[config.mk]
export PLATFORM = sky130hd
export DESIGN_NAME = fkh_classify
export DESIGN_NICKNAME = d
export VERILOG_FILES = /design/src/rtl/fkh_pkg.sv /design/src/rtl/fkh_classify.sv
export SDC_FILE = /design/constraint.sdc
export NUM_CORES = 1
export LEC_CHECK = 0
export BUFFER_PORTS_ARGS = -buffer_cell sky130_fd_sc_hd__buf_4
export CELL_PAD_IN_SITES_DETAIL_PLACEMENT = 2
export CELL_PAD_IN_SITES_GLOBAL_PLACEMENT = 2
export CORE_MARGIN = 8
export CORE_UTILIZATION = 24
export DETAILED_ROUTE_END_ITERATION = 12
export GPL_ROUTABILITY_DRIVEN = 0
export GPL_TIMING_DRIVEN = 0
export PLACE_DENSITY_LB_ADDON = 0.1
export SYNTH_ARGS = -nofsm -noshare
export SYNTH_HDL_FRONTEND = slang
export SYNTH_SLANG_ARGS = --single-unit
[constraint.sdc]
create_clock -name vclk -period 4.7
set_input_delay 0.705 -clock vclk [all_inputs]
set_output_delay 0.705 -clock vclk [all_outputs]
set_load 0.02 [all_outputs]
[src/rtl/fkh_pkg.sv]
// fkh_pkg: shared types, codes and the fnv-1a step for the feature keep unit
`timescale 1ns / 1ps
`default_nettype none

package fkh_pkg;

  // fnv-1a 64 constants
  localparam logic [63:0] FNV_BASIS = 64'hCBF29CE484222325;
  localparam int unsigned FNV_BYTES  = 24;
  localparam int unsigned SEED_BYTES = 8;

  // q0.16 and q0.32 one
  localparam logic [16:0] ONE_Q16 = 17'h10000;
  localparam logic [32:0] ONE_Q32 = 33'h1_0000_0000;

  // configuration register indexes
  localparam logic [1:0] CFG_LOW_THR  = 2'd0;
  localparam logic [1:0] CFG_HIGH_THR = 2'd1;
  localparam logic [1:0] CFG_FRACTION = 2'd2;
  localparam logic [1:0] CFG_SEED     = 2'd3;

  // weight codes
  localparam logic [1:0] WEIGHT_ZERO = 2'd0;
  localparam logic [1:0] WEIGHT_HALF = 2'd1;
  localparam logic [1:0] WEIGHT_ONE  = 2'd2;

  // reason codes
  localparam logic [1:0] REASON_LOW_KEEP    = 2'd0;
  localparam logic [1:0] REASON_HIGH_REMOVE = 2'd1;
  localparam logic [1:0] REASON_HASH_KEEP   = 2'd2;
  localparam logic [1:0] REASON_HASH_REMOVE = 2'd3;

  // status codes
  localparam logic [1:0] STATUS_OK        = 2'd0;
  localparam logic [1:0] STATUS_SCORE_OOR = 2'd1;
  localparam logic [1:0] STATUS_BAD_CFG   = 2'd2;

  typedef struct packed {
    logic [16:0]        score;
    logic signed [31:0] pos_x;
    logic signed [31:0] pos_y;
    logic [63:0]        frame_id;
  } fkh_in_t;

  typedef struct packed {
    logic       keep;
    logic [1:0] weight_code;
    logic [1:0] reason;
    logic [1:0] status;
  } fkh_out_t;

  // early decision carried along the hash pipeline
  typedef struct packed {
    logic       use_hash;
    logic       keep;
    logic [1:0] weight_code;
    logic [1:0] reason;
    logic [1:0] status;
  } fkh_dec_t;

  // one fnv-1a byte step; prime is 2^40 + 0x1b3, so the product is shifts and adds
  function automatic logic [63:0] fnv_step(input logic [63:0] h, input logic [7:0] b);
    logic [63:0] x;
    x = h ^ {56'd0, b};
    return (x << 40) + (x << 8) + (x << 7) + (x << 5) + (x << 4) + (x << 1) + x;
  endfunction

endpackage

`default_nettype wire

[src/rtl/fkh_classify.sv]
// fkh_classify: score range, configuration and threshold decision at entry
`timescale 1ns / 1ps
`default_nettype none

module fkh_classify (
  input  wire logic [16:0]      score_i,
  input  wire logic [16:0]      low_thr_i,
  input  wire logic [16:0]      high_thr_i,
  input  wire logic [32:0]      fraction_i,
  output fkh_pkg::fkh_dec_t     dec_o
);
  import fkh_pkg::*;

  logic cfg_ok;

  // configuration is usable only with ordered thresholds and with high threshold and fraction in range
  assign cfg_ok = (low_thr_i < high_thr_i) && (high_thr_i <= ONE_Q16) &&
                  (fraction_i <= ONE_Q32);

  // priority: score range, configuration, low, high, hash sampling
  always_comb begin
    dec_o = '0;
    dec_o.weight_code = WEIGHT_ZERO;
    dec_o.reason      = REASON_LOW_KEEP;
    dec_o.status      = STATUS_OK;
    if (score_i > ONE_Q16) begin
      dec_o.status = STATUS_SCORE_OOR;
    end else if (!cfg_ok) begin
      dec_o.status = STATUS_BAD_CFG;
    end else if (score_i < low_thr_i) begin
      dec_o.keep        = 1'b1;
      dec_o.weight_code = WEIGHT_ONE;
      dec_o.reason      = REASON_LOW_KEEP;
    end else if (score_i >= high_thr_i) begin
      dec_o.keep        = 1'b0;
      dec_o.weight_code = WEIGHT_ZERO;
      dec_o.reason      = REASON_HIGH_REMOVE;
    end else begin
      dec_o.use_hash    = 1'b1;
      dec_o.weight_code = WEIGHT_HALF;
    end
  end

endmodule

`default_nettype wire

# Yosys cells after proc, flatten, opt, wreduce, memory -nomap -nowiden
# Index checks and enable logic that the tools add are counted.
dict set report word_totals {
  output_inout_bits 8
  reg_bits 0
  inputBits 84
  elab_cells 17
}
dict set report op_classes {
  n_lt_le_gt_ge 6
  n_mux 9
  reduce_logical 2
}
# operator n
set ops {}
lappend ops {{less-than comparator 17 bit} 2}
lappend ops {{less-or-equal comparator 33 bit, second input constant} 1}
lappend ops {{greater-or-equal comparator 17 bit} 1}
lappend ops {{> comparator 17 bit, second input constant} 1}
lappend ops {{less-or-equal comparator 17 bit, second input constant} 1}
lappend ops {{2-to-1 mux 6 bit} 2}
lappend ops {{2-to-1 mux 5 bit} 1}
lappend ops {{2-to-1 mux 1 bit} 4}
lappend ops {{2-to-1 mux 2 bit} 2}
lappend ops {{logical AND 1 bit} 2}

# Longest topological paths before layout
dict set report logic_depth {
  depth_word 5
  mapped_depth 9
  mapped_depth_nobuf 8
}

# Worst setup path before layout
# Ideal clock, no wire load.
dict set report synth_path {
  path_kind {in2out}
  from {in low_thr_i[7]}
  to {out dec_o[6] in the netlist's numbering}
  t_arrival_ns 2.617
  n_path_buf 1
  setup_slack_ns 1.378
  stages 8
  required_ns 3.995
  cell_sequence {inv_1 > ha_1 > and3_1 > o21ai_0 > o211ai_2 > a2111oi_4 > nor4b_2 > buf_4}
}
# item line_no
set synth_rtl {}
lappend synth_rtl {{from (decl)} fkh_classify.sv:7} ;# input wire logic [16:0] low_thr_i,
lappend synth_rtl {{to (decl)} fkh_classify.sv:10} ;# output fkh_pkg::fkh_dec_t dec_o

==> results.md <==
* Part of the Yosys area used for sequential elements at 0%
* Syn nets at 314
* Mapped Avg Cell Area at 7.763 um^2
* Worst IR drop on VDD at 0.02459 mV
* Initial Utilization at 24.31%
* MaxCap Viol Count at 0
* CP max FO at 3
* DR vias/cell at 4.937
* Area of the mapped netlist at 0.001405 mm^2
* Commonest non-fill, non-tap cells in the layout: buf_4 (94), ha_1 (49), inv_1 (35)
* Worst Path Arrival at 2.79 ns
* Final Max Slew Viols at 0
* Final worst slack at 1.207 ns
* Period Utilization, post-route at 74.32%
* Register area at 0 um^2
* CP Launch Point: score_i[7]
* Global-route wire length before repair at 9349 um
* Post-CTS setup buffer count at 0
* Minimum clock period at 3.493 ns
* Rows at 28
* Layout cell share with drive strength beyond 1 at 36.40%
* Antenna Diode Count at 0
* Gr ovfl total at 0
* Setup TNS Final at 0 ns
* Top cells by area, synth: ha_1 (44%), inv_1 (9.3%), nor4_1 (7.6%)
* Initial antenna violation count at 0
* DIE AREA at 0.008559 mm^2
* Final HPWL DP at 5736 um
* Largest net degree at the start of global routing at 5
* Die Y at 92.52 um
* CP required at 3.99 ns
* Pwr Density at 80.42 mW/mm^2
* Outcome: finished clean
* Synth warnings at 0
* Detailed Routing Iterations Pass 1 at 4
* Place WS at 1.178 ns
* FFs & Latches at 0
* Via count at 1713
* CP startpoint kind: input port
* Post-Synthesis Cells at 181
* Post-synth cell types at 31
* Critical setup path kind: in -> out
* Cell accounting for the most synthesized area: ha_1
* Post-CTS sizing at 0
* Number of global-route vias before repair at 1947
* GRT Overall Usage at 13.13%
* DRC errors left at 0
* PortBufs at 91
* # IOs at 92
* Final hold violations at 0
* Hold_ws at 1.852 ns
* RSZ-0062 raised after global routing: no
* Pleak at 1.201 nW
* Filler Cells Inserted at 699
* WL/cell at 17.03 um
* Peak Freq at 286.3 MHz
* NumNets Final at 407
* Worst setup EP type: output port
* Antenna Nets Post-Route at 0
* Finished Core Util at 37.75%
* Clkbuf count at 0
* Top cell type's share of synthesized area at 43.63%
* Multi-input logic area at 0.001251 mm^2
* Commonest non-fill, non-tap cell in the layout: buf_4
* Drt total wl at 5908 um
* Final setup vio count at 0
* Detailed Route Iter0 Violations at 17
* Core Footprint at 0.005781 mm^2
* Area growth, synth to finish at 55.30%
* Worst hold path class: in -> out
* Worst setup endpoint: dec_o[6]
* Die width at 92.52 um
* Hold_buf cts at 0
## cell type report
type               count  share of cell area (%)
inverters             35                   6.021
well taps             75                   4.300
multi-input cells    143                   57.34
repair buffers        91                   31.31
plain buffers          3                   1.032
## worst min-delay path by stage
stage                      from        to  slack, ns  cells after the start
floorplan           score_i[16]  dec_o[0]       1.56                      2
global placement    score_i[16]  dec_o[0]       1.85                      4
detailed placement  score_i[16]  dec_o[0]       1.86                      4
CTS                 score_i[16]  dec_o[0]       1.87                      4
global route        score_i[16]  dec_o[0]       1.88                      4
finish              score_i[16]  dec_o[0]       1.85                      4
## power by group
| part | switching [mW] | internal [mW] | leakage (nW) |
|---|---|---|---|
| combinational | 0.0804 | 0.0951 | 1.20 |
| sequential | 0 | 0 | 0 |
| clock | 0 | 0 | 0 |
## stage by stage
step | std cells | power, mW | cell area (um^2)
after floorplan | 181 | 0.08382 | 1405
after global placement | 347 | 0.1742 | 2182
after detailed placement | 347 | 0.1790 | 2182
after CTS | 347 | 0.1798 | 2182
after global routing | 347 | 0.1986 | 2182
final | 347 | 0.1755 | 2182
## metal layers
metal,share of wire (%),track usage [%],wire [um]
met3,5.2,2.023,310
met2,57,27.23,3341
met4,0.39,0.4027,23
met1,38,13.96,2233
met5,0,0,0
## synth_stat cells (2+ instances only)
library cell and number:
a2111oi_4 2, a211oi_1 5, a21o_1 5, a21oi_1 9, a41oi_1 2, and4_1 3
buf_4 3, ha_1 49, inv_1 35, nand2_1 3, nand2b_1 2, nand3_1 3
nand4_1 6, nor2_1 7, nor2b_1 3, nor3_1 2, nor4_1 17, o211ai_1 3
o21a_1 2, o21ai_0 9
## cells by family (layout without fill, tap and decap cells)
family | Yosys count | in the layout | synth area share [%]
and+or+nand+nor | 51 | 51 | 22.26
adders and majority gates | 49 | 49 | 43.63
AOI/OAI and AO/OA | 42 | 42 | 22.89
buffers and inverters | 38 | 129 | 10.95
other | 1 | 1 | 0.2669
## worst max-delay path, cell delays in order
cell,delay [ns]
buf_4,0.13
ha_1,0.32
a21o_1,0.19
o21ai_0,0.19
o211ai_2,0.18
a2111oi_4,0.45
nor4b_2,0.33
buf_4,0.16
buf_4,0.13
Power figures use the tool's default switching activity.
